**src/tbrf_pkg.sv**
```systemverilog
// Package for the transactional byte ring FIFO.
// Holds sizes, the command codes and the result beat type; no dependencies.
package tbrf_pkg;

  localparam int DEPTH = 256;
  localparam int IDX_W = $clog2(DEPTH);
  localparam int CNT_W = 9;
  localparam int DATA_W = 8;
  localparam int CMD_W = 3;

  localparam logic [CNT_W-1:0] CAP_MAX = CNT_W'(DEPTH);
  localparam logic [CNT_W-1:0] CAP_MIN = CNT_W'(1);

  typedef enum logic [CMD_W-1:0] {
    CMD_CLEAR       = 3'd0,
    CMD_BEGIN_PUSH  = 3'd1,
    CMD_PUSH        = 3'd2,
    CMD_COMMIT_PUSH = 3'd3,
    CMD_BEGIN_POP   = 3'd4,
    CMD_POP         = 3'd5,
    CMD_PEEK        = 3'd6,
    CMD_COMMIT_POP  = 3'd7
  } cmd_t;

  typedef enum logic {
    ST_IDLE = 1'b0,
    ST_READ = 1'b1
  } state_t;

  typedef struct packed {
    logic [DATA_W-1:0] data_out;
    logic              accepted;
    logic [CNT_W-1:0]  fill_level;
    logic [CNT_W-1:0]  free_space;
  } result_t;

endpackage

```
**src/tbrf_ram.sv**
```systemverilog
// Generic single-port-write, single-port-read RAM with registered read data.
// No dependencies; contents are undefined until written.
module tbrf_ram #(
  parameter int WIDTH = 8,
  parameter int DEPTH = 256
) (
  input  logic                     clk,
  input  logic                     we,
  input  logic [$clog2(DEPTH)-1:0] waddr,
  input  logic [WIDTH-1:0]         wdata,
  input  logic [$clog2(DEPTH)-1:0] raddr,
  output logic [WIDTH-1:0]         rdata
);

  logic [WIDTH-1:0] mem [DEPTH];

  always_ff @(posedge clk) begin
    if (we) begin
      mem[waddr] <= wdata;
    end
    rdata <= mem[raddr];
  end

endmodule

```
**src/transactional_byte_ring_fifo_unit.sv**
```systemverilog
// Transactional byte ring FIFO: command decode, pointers and result beats.
// Depends on tbrf_pkg and tbrf_ram (the byte store).
// Results: every result beat leaves through the output register; an accepted
// pop or peek first waits in ST_READ for the byte store's registered read.
// Throughput: one command per cycle while in_stall is low; it is raised during
// the store read of a pop or peek and while the hold slot is full.
// Reset: pointers and counts clear, capacity goes to 256; the store is kept.
module transactional_byte_ring_fifo_unit
  import tbrf_pkg::*;
(
  input  logic              clk,
  input  logic              rst,
  input  logic              cfg_write_en,
  input  logic [CNT_W-1:0]  cfg_write_data,
  input  logic              in_valid,
  output logic              in_stall,
  input  logic [CMD_W-1:0]  command,
  input  logic [CNT_W-1:0]  request_count,
  input  logic [DATA_W-1:0] data_in,
  output logic              out_valid,
  input  logic              out_stall,
  output logic [DATA_W-1:0] data_out,
  output logic              accepted,
  output logic [CNT_W-1:0]  fill_level,
  output logic [CNT_W-1:0]  free_space
);

  state_t            state, state_next;
  logic [CNT_W-1:0]  cap;
  logic [IDX_W-1:0]  head, head_next;
  logic [CNT_W-1:0]  level, level_next;
  logic [IDX_W-1:0]  cursor, cursor_next;
  logic [CNT_W-1:0]  pending, pending_next;

  result_t           res, out_beat, hold_beat;
  logic              res_valid;
  logic              hold_valid;
  logic              in_accept;
  logic              cmd_ok;
  logic              start_read;
  logic              mem_we;
  logic [DATA_W-1:0] mem_rdata;

  cmd_t              cmd;
  logic [CNT_W:0]    sum_lp;
  logic [CNT_W-1:0]  room;
  logic [CNT_W:0]    head_lvl;
  logic [CNT_W:0]    head_pend;
  logic [CNT_W-1:0]  cursor_inc;
  logic              out_free;

  assign cmd       = cmd_t'(command);
  assign in_stall  = (state != ST_IDLE) || hold_valid;
  assign in_accept = in_valid && !in_stall;
  assign out_free  = !out_valid || !out_stall;

  assign sum_lp     = {1'b0, level} + {1'b0, pending};
  assign room       = cap - level;
  assign head_lvl   = {2'b00, head} + {1'b0, level};
  assign head_pend  = {2'b00, head} + {1'b0, pending};
  assign cursor_inc = {1'b0, cursor} + CNT_W'(1);

  tbrf_ram #(
    .WIDTH (DATA_W),
    .DEPTH (DEPTH)
  ) u_store (
    .clk   (clk),
    .we    (mem_we),
    .waddr (cursor),
    .wdata (data_in),
    .raddr (cursor),
    .rdata (mem_rdata)
  );

  // Command evaluation and pointer updates
  always_comb begin
    head_next    = head;
    level_next   = level;
    cursor_next  = cursor;
    pending_next = pending;
    cmd_ok       = 1'b0;
    mem_we       = 1'b0;
    start_read   = 1'b0;
    if (in_accept) begin
      case (cmd)
        CMD_CLEAR: begin
          head_next    = '0;
          level_next   = '0;
          cursor_next  = '0;
          pending_next = '0;
          cmd_ok       = 1'b1;
        end
        CMD_BEGIN_PUSH: begin
          if (request_count <= room) begin
            pending_next = '0;
            if (head_lvl >= {1'b0, cap}) begin
              cursor_next = IDX_W'(head_lvl - {1'b0, cap});
            end else begin
              cursor_next = IDX_W'(head_lvl);
            end
            cmd_ok = 1'b1;
          end
        end
        CMD_PUSH: begin
          if (sum_lp < {1'b0, cap}) begin
            mem_we       = 1'b1;
            cursor_next  = (cursor_inc >= cap) ? '0 : IDX_W'(cursor_inc);
            pending_next = pending + CNT_W'(1);
            cmd_ok       = 1'b1;
          end
        end
        CMD_COMMIT_PUSH: begin
          if (sum_lp <= {1'b0, cap}) begin
            level_next   = CNT_W'(sum_lp);
            pending_next = '0;
            cmd_ok       = 1'b1;
          end
        end
        CMD_BEGIN_POP: begin
          if (request_count <= level) begin
            pending_next = '0;
            cursor_next  = head;
            cmd_ok       = 1'b1;
          end
        end
        CMD_POP: begin
          if (pending < level) begin
            cursor_next  = (cursor_inc >= cap) ? '0 : IDX_W'(cursor_inc);
            pending_next = pending + CNT_W'(1);
            start_read   = 1'b1;
            cmd_ok       = 1'b1;
          end
        end
        CMD_PEEK: begin
          if (pending < level) begin
            start_read = 1'b1;
            cmd_ok     = 1'b1;
          end
        end
        CMD_COMMIT_POP: begin
          if (pending <= level) begin
            if (head_pend >= {1'b0, cap}) begin
              head_next = IDX_W'(head_pend - {1'b0, cap});
            end else begin
              head_next = IDX_W'(head_pend);
            end
            level_next   = level - pending;
            pending_next = '0;
            cmd_ok       = 1'b1;
          end
        end
        default: begin
          cmd_ok = 1'b0;
        end
      endcase
    end
  end

  // Next state
  always_comb begin
    state_next = state;
    case (state)
      ST_IDLE: begin
        if (start_read) begin
          state_next = ST_READ;
        end
      end
      ST_READ: begin
        state_next = ST_IDLE;
      end
      default: begin
        state_next = ST_IDLE;
      end
    endcase
  end

  // Result beat
  always_comb begin
    res       = '0;
    res_valid = 1'b0;
    case (state)
      ST_IDLE: begin
        res_valid       = in_accept && !start_read;
        res.accepted    = cmd_ok;
        res.fill_level  = level_next;
        res.free_space  = cap - level_next;
      end
      ST_READ: begin
        res_valid       = 1'b1;
        res.data_out    = mem_rdata;
        res.accepted    = 1'b1;
        res.fill_level  = level;
        res.free_space  = cap - level;
      end
      default: begin
        res_valid = 1'b0;
      end
    endcase
  end

  always_ff @(posedge clk) begin
    if (rst) begin
      state   <= ST_IDLE;
      cap     <= CAP_MAX;
      head    <= '0;
      level   <= '0;
      cursor  <= '0;
      pending <= '0;
    end else if (cfg_write_en) begin
      if (cfg_write_data == '0) begin
        cap <= CAP_MIN;
      end else if (cfg_write_data > CAP_MAX) begin
        cap <= CAP_MAX;
      end else begin
        cap <= cfg_write_data;
      end
      state   <= ST_IDLE;
      head    <= '0;
      level   <= '0;
      cursor  <= '0;
      pending <= '0;
    end else begin
      state   <= state_next;
      head    <= head_next;
      level   <= level_next;
      cursor  <= cursor_next;
      pending <= pending_next;
    end
  end

  // Output register plus one hold slot
  always_ff @(posedge clk) begin
    if (rst) begin
      out_valid  <= 1'b0;
      hold_valid <= 1'b0;
    end else if (out_free) begin
      out_valid  <= hold_valid || res_valid;
      hold_valid <= 1'b0;
    end else if (res_valid) begin
      hold_valid <= 1'b1;
    end
  end

  always_ff @(posedge clk) begin
    if (out_free) begin
      out_beat <= hold_valid ? hold_beat : res;
    end else if (res_valid) begin
      hold_beat <= res;
    end
  end

  assign data_out   = out_beat.data_out;
  assign accepted   = out_beat.accepted;
  assign fill_level = out_beat.fill_level;
  assign free_space = out_beat.free_space;

  a_hold_behind_out: assert property (@(posedge clk) disable iff (rst)
    hold_valid |-> out_valid)
    else $error("hold slot filled while output register empty");

  a_level_in_cap: assert property (@(posedge clk) disable iff (rst)
    level <= cap)
    else $error("fill level above capacity");

  a_cursor_in_cap: assert property (@(posedge clk) disable iff (rst)
    {1'b0, cursor} < cap)
    else $error("cursor outside ring");

  a_read_follows_accept: assert property (@(posedge clk) disable iff (rst)
    (state == ST_READ) |-> $past(in_accept))
    else $error("store read without accepted pop or peek");

  a_no_result_overrun: assert property (@(posedge clk) disable iff (rst)
    (hold_valid && !out_free) |=> hold_valid)
    else $error("held result beat lost");

endmodule
```
**config.mk**
```make
export PLATFORM = sky130hd
export DESIGN_NAME = transactional_byte_ring_fifo_unit
export DESIGN_NICKNAME = d
export VERILOG_FILES = /design/src/tbrf_pkg.sv /design/src/tbrf_ram.sv /design/src/transactional_byte_ring_fifo_unit.sv
export SDC_FILE = /design/constraint.sdc
export NUM_CORES = 2
export LEC_CHECK = 0
export ABC_AREA = 1
export BUFFER_PORTS_ARGS = -buffer_cell sky130_fd_sc_hd__buf_2
export CORE_UTILIZATION = 27
export CTS_CLUSTER_DIAMETER = 50
export DETAILED_ROUTE_END_ITERATION = 8
export PLACE_DENSITY = 0.38
export RECOVER_POWER = 100
export SYNTH_ARGS = -nofsm -noshare
export SYNTH_HDL_FRONTEND = slang
export SYNTH_SLANG_ARGS = --single-unit
```
**constraint.sdc**
```tcl
create_clock -name clk -period 5.5 [get_ports clk]
set_clock_uncertainty 0.2 [all_clocks]
set_input_delay 0.275 -clock clk [delete_from_list [all_inputs] [get_ports clk]]
set_output_delay 0.275 -clock clk [all_outputs]
set_load 0.1 [all_outputs]
```
After elaboration in Yosys (flattened, before gate mapping)
Memories as Yosys holds them, arrays and structs flattened. A register that Yosys moved wholly into a read port is not among the register bits.
Index checks and enable logic that the tools add are counted.

operators by class
  add/subtract/negate cells = 10
  $lt $le $gt $ge = 10
  eq/ne operators = 13
  mux-type cells = 43
  bitwise operators = 2
  reductions and logical operators = 21

operators with widths
  kind                                                           count
  9-bit 2-to-1 mux                                               11
  8-bit 2-to-1 mux                                               9
  9-bit one-hot mux with 7 select lines                          1
  8-bit one-hot mux with 5 select lines                          1
  19-bit one-hot mux with 2 select lines                         1
  9-bit <= comparator                                            3
  27-bit 2-to-1 mux                                              1
  9-bit one-hot mux with 3 select lines                          1
  9-bit subtractor                                               3
  8-bit by 9-bit adder with 10-bit output                        2
  10-bit by 9-bit >= comparator with 1-bit output                2
  8-bit one-hot mux with 2 select lines                          1
  8-bit subtractor                                               2
  1-bit 2-to-1 mux                                               14
  3-bit == test, second input constant                           4
  2-bit != test, second input constant                           6
  9-bit by 9-bit adder with 10-bit output                        1
  10-bit by 9-bit <= comparator with 1-bit output                1
  10-bit by 9-bit < comparator with 1-bit output                 1
  8-bit by 1-bit adder with 9-bit output, second input constant  1
  9-bit by 1-bit adder with 9-bit output, second input constant  1
  9-bit >= comparator                                            1
  9-bit greater-than comparator, second input constant           1
  9-bit logical NOT                                              1
  18 further kinds                                               29

word-level totals
  register bits = 100
  RAM bits = 2,048
  input bits = 34
  output and inout port bits = 29
  word-level logic and storage cells = 116
  memories = 1

memories
  memory       depth  bits a word  rd ports  clocked after memory_dff  wr ports  line            source
  u_store.mem  256    8            1         1                         1         tbrf_ram.sv:15  logic [WIDTH-1:0] mem [DEPTH];

Longest topological paths before layout
  depth in word-level cells = 8
  depth in mapped cells = 38
  mapped depth without buffers = 37

Hierarchy
Synthesis repeated with hierarchy kept, for this count alone.

second synthesis, totals
  cells, all modules = 8,173
  area total of the unflattened synthesis = 91,999.5 um^2

modules (own cells, without submodules)
  module                             instances  cells each  area each (um^2)  seq. area each (um^2)
  tbrf_ram                           1          7,003       83,396.2          61,659.1
  transactional_byte_ring_fifo_unit  1          1,170       8,603.3           2,542.4

Worst setup path after synthesis
OpenSTA, ideal clock, no wires.

  kind = reg-to-reg
  from = register level[1]
  to = register out_beat (netlist bit free_space[8]) (data pin)
  library setup time = 0.253 ns
  arrival = 4.516 ns
  data required time = 5.047 ns
  path slack = 0.531 ns
  stages on the path, launching flop included = 35
  buffers on the path = 0
  period minus slack after synthesis = 4.969 ns
  cell sequence = dfxtp_1 -> inv_1 -> fa_1 -> nand3b_1 -> nand2_1 -> a21oi_1 -> o21ai_0 -> xor2_1 -> inv_1 -> ha_1 -> nand2_1 -> nor2_1 -> nand3_1 -> nand3_1 -> nand2_1 -> nand2_1 -> nand2_1 -> nand2_1 -> nand2_1 -> o2111ai_1 -> o21ai_0 -> fa_1 -> nand2_1 -> inv_1 -> o21ai_0 -> nand2_1 -> nand2_1 -> o211ai_1 -> xor2_1 -> inv_1 -> nand3_1 -> nand3_1 -> nand2_1 -> nand2_1 -> nand2_1

RTL lines
  what                    line                                      source
  from (decl)             transactional_byte_ring_fifo_unit.sv:31   logic [CNT_W-1:0] level, level_next;
  from (signal assigned)  transactional_byte_ring_fifo_unit.sv:225  level <= level_next;
  to (signal assigned)    transactional_byte_ring_fifo_unit.sv:246  out_beat <= hold_valid ? hold_beat : res;
  to (decl)               transactional_byte_ring_fifo_unit.sv:35   result_t res, out_beat, hold_beat;

Final worst setup path
  from = input data_in[1]
  to = memory u_store.mem[67][1] (data pin)

RTL lines
  what         line                                     source
  from (decl)  transactional_byte_ring_fifo_unit.sv:19  input logic [DATA_W-1:0] data_in,
  to (decl)    tbrf_ram.sv:15

No word-level cell before the write port.

==> out/metrics.yaml <==
outcome:
  status: "finished with violations"
  violations: "capacitance limit, slew limit"
floorplanning:
  die_w_um: 576
  row_count: 210
  start_util_pct: 27.2
  ios: 63
  core_sq_um: 327000
  fp.dieH_um: 576
  die_area_sq_um: 332000
yosys:
  synthTopCellsByCount: "2,102 x edfxtp_1, 1,413 x nor2_1, 1,151 x o21ai_0"
  ys_warn_count: 0
  synthCells: 7351
  async_flop_share_pct: 0
  ys_types: 49
  avgSynthCellArea_sq_um: 12.1
  synth_edf_count: 2102
  yosysTopAreaCell: "edfxtp_1"
  synthesis.nets: 7502
  ys_ff_latch: 2156
  synthTopCellsByArea: "edfxtp_1 71%, o21ai_0 6.5%, nor2_1 6.0%"
  synth.most_common_cell: "edfxtp_1"
  seq_area_frac_synth_pct: 72.2
  syn-cell-area_sq_um: 88900
  ys.flop_type: "edfxtp_1"
  yosys.area.top_type_share_pct: 71.0
clocking:
  cts_made_buffers: 315
  cts-root-buf: "clkbuf_16"
  clk_latency_ns: 0.92
  cts_tree: "built"
  clock_sink_count: 2156
  clk_pin_slew_worst_paths_ns: 0.05
  htree_levels: 5
  cts_buffer_depth: 4
sta:
  finalMaxSlewViolations: 1003
  final_hold_viol_count: 0
  holdWs_ns: 0.0945
  finalSetupTns_ns: 0
  setup_violations: 0
  worst_pin_slew_ns: 4.65
  relSlewSlack_pct: -210
  min_period_over_period_pct: 92.6
  fmax_mhz: 196
  period_needed_ns: 5.09
  fin_ws_ns: 0.409
critical_path:
  cp_top_family: "buffers and inverters"
  critical_path_required_ns: 5.86
  worstSetupStartpointType: "primary input"
  worstPathCellList: "dlygate4sd3_1 -> clkbuf_1 -> clkbuf_4"
  crit_arrival_ns: 5.45
  slowest_stage: "clkbuf_1"
  cp_max_fo: 76
  path_class: "primary input to register"
  critPathBufInv: 3
  cp-end-kind: "register"
  cp_num_cells: 3
  ff2ff_path_depth: 35
  cp_slowest_stage_delay_ns: 3.13
global_routing:
  grt_pass1_wl_um: 449000
  first_global_vias: 60300
  gr-total-overflow: 0
  grt_use_total_pct: 18.6
  antenna_found_initial: 20
  grt_max_degree: 152
final_layout:
  syn_to_final_growth_pct: 21.9
  fillers: 32900
  final_core_util_pct: 33.1
  layout-drive-gt1-share_pct: 13.3
  layout.nets: 7980
pwr:
  intPower_uw: 31100
  p_sw_uw: 9200
  power_density_nw_per_um2: 372
  swShare_pct: 22.8
  leakage_uw: 0.0373
  power_frac_comb_pct: 3.5
  vdd_drop_max_v: 0.000255
  power_frac_clock_pct: 51.5
  seqPwrFrac_pct: 45.0
placement:
  gp_congestion: 0.836
  port_buffers: 62
  pre_cts_ws_ns: 0.102
  dp_hpwl_um: 188000
min_path:
  hold_path.class: "primary input to register"
  hold_depth: 4
routing:
  drtAntennaViolNets: 0
  routed_wl_um: 315000
  drc: 0
  drt_iter0_drc: 4855
  drt_first_pass_iters: 6
  post_drt_via_cell_ratio: 4.88
  vias: 60700
  wl_per_cell_um: 25.3
flow_run:
  max-cap-violations: 15
[tightest hold or removal path: stages]
cell,delay (ns)
buf_2,0.09
o211ai_1,0.13
o22ai_1,0.11
dlygate4sd3_1,0.55
[metal layers]
layer | up-vias | track usage (%) | share of wire, %
met4 | 2 | 5.30 | 2.7
met1 | 30900 | 25.5 | 46
li1 | 27800 | - | -
met5 | - | 0 | 0.0041
met3 | 408 | 2.53 | 4.8
met2 | 1595 | 30.5 | 47
[area by class of cell]
cell class	count	area (sq um)	area share (%)
repair buffers	604	4800	4.43
diodes	11	27.5	0.0254
clock buffers	350	8060	7.43
inverters	206	793	0.732
clock inverters	227	2750	2.54
well taps	4346	5440	5.02
flip-flops and latches	2156	64200	59.2
multi-input cells	4546	22300	20.6
[power by group through the flow]
| stage | sequential [uW] | clock, uW | combinational, uW |
|---|---|---|---|
| after floorplan | 18700 | 0 | 483 |
| after global placement | 18400 | 0 | 1410 |
| after detailed placement | 18400 | 0 | 1410 |
| after CTS | 18100 | 21200 | 1430 |
| after global routing | 18100 | 21800 | 1510 |
| final | 18100 | 20800 | 1390 |
[layout by cell type (no fill, tap or decap), types with 58 or more instances in the layout]
cell type	Yosys	routed
nand4_1	70	70
o22ai_1	506	506
a22o_1	58	58
nand2_1	864	849
a21oi_1	139	138
o21ai_0	1151	1145
buf_4	1	451
nor2_1	1413	1406
ha_1	109	107
inv_1	200	199
nand3_1	73	70
clkbuf_16	0	317
edfxtp_1	2102	2102
clkbuf_1	352	78
[cell families (layout without fill, tap and decap cells)]
family                     after synthesis  after routing  synth area share (%)
AOI/OAI and AO/OA                     1915           1915                  11.9
xor gates and xnor gates                51             51                 0.502
adders and majority gates              117            117                  1.71
buffers and inverters                  649           1387                  2.86
DFF                                   2156           2156                  72.2
muxes                                    1              1                0.0113
other                                    0             11                     0
and+or+nand+nor                       2462           2462                  10.8
[stage by stage]
| stage | power, uW | std cells | cell area [sq um] |
|---|---|---|---|
| 2_1_floorplan | 19200 | 7351 | 88900 |
| 3_3_place_gp | 19900 | 11800 | 97300 |
| 3_5_place_dp | 19900 | 11800 | 97300 |
| 4_1_cts | 40800 | 12400 | 109000 |
| 5_1_grt | 41500 | 12400 | 108000 |
| 6_report | 40300 | 12400 | 108000 |
[flip-flops by register name, indices dropped and copies added, names as in the netlist, 8 cells and up]
signal         count
u_store.mem     2048
free_space         9
fill_level         9
pending            9
head               8
data_out           8
u_store.rdata      8
cursor             8
hold_beat         27
level              9
cap                9
[worst paths after layout]
path / startpoint / end / slack, ns
worst max-delay path: data_in[1] / u_store.mem[67][1] / 0.41
worst min-delay path: cfg_write_data[0] / cap[0] / 0.09
worst max register to register: pending[0] / free_space[8] / 0.46
worst min register to register: hold_beat[2] / free_space[2] / 0.31
[repair_timing]
item	4_1_cts	5_1_grt
hold buffers	43	0
setup buffers	0	1
endpoints found under the hold margin	675	0
setup endpoints to repair	0	9
gates resized for setup	0	23
Note: power is estimated with default switching activity, not from simulation.
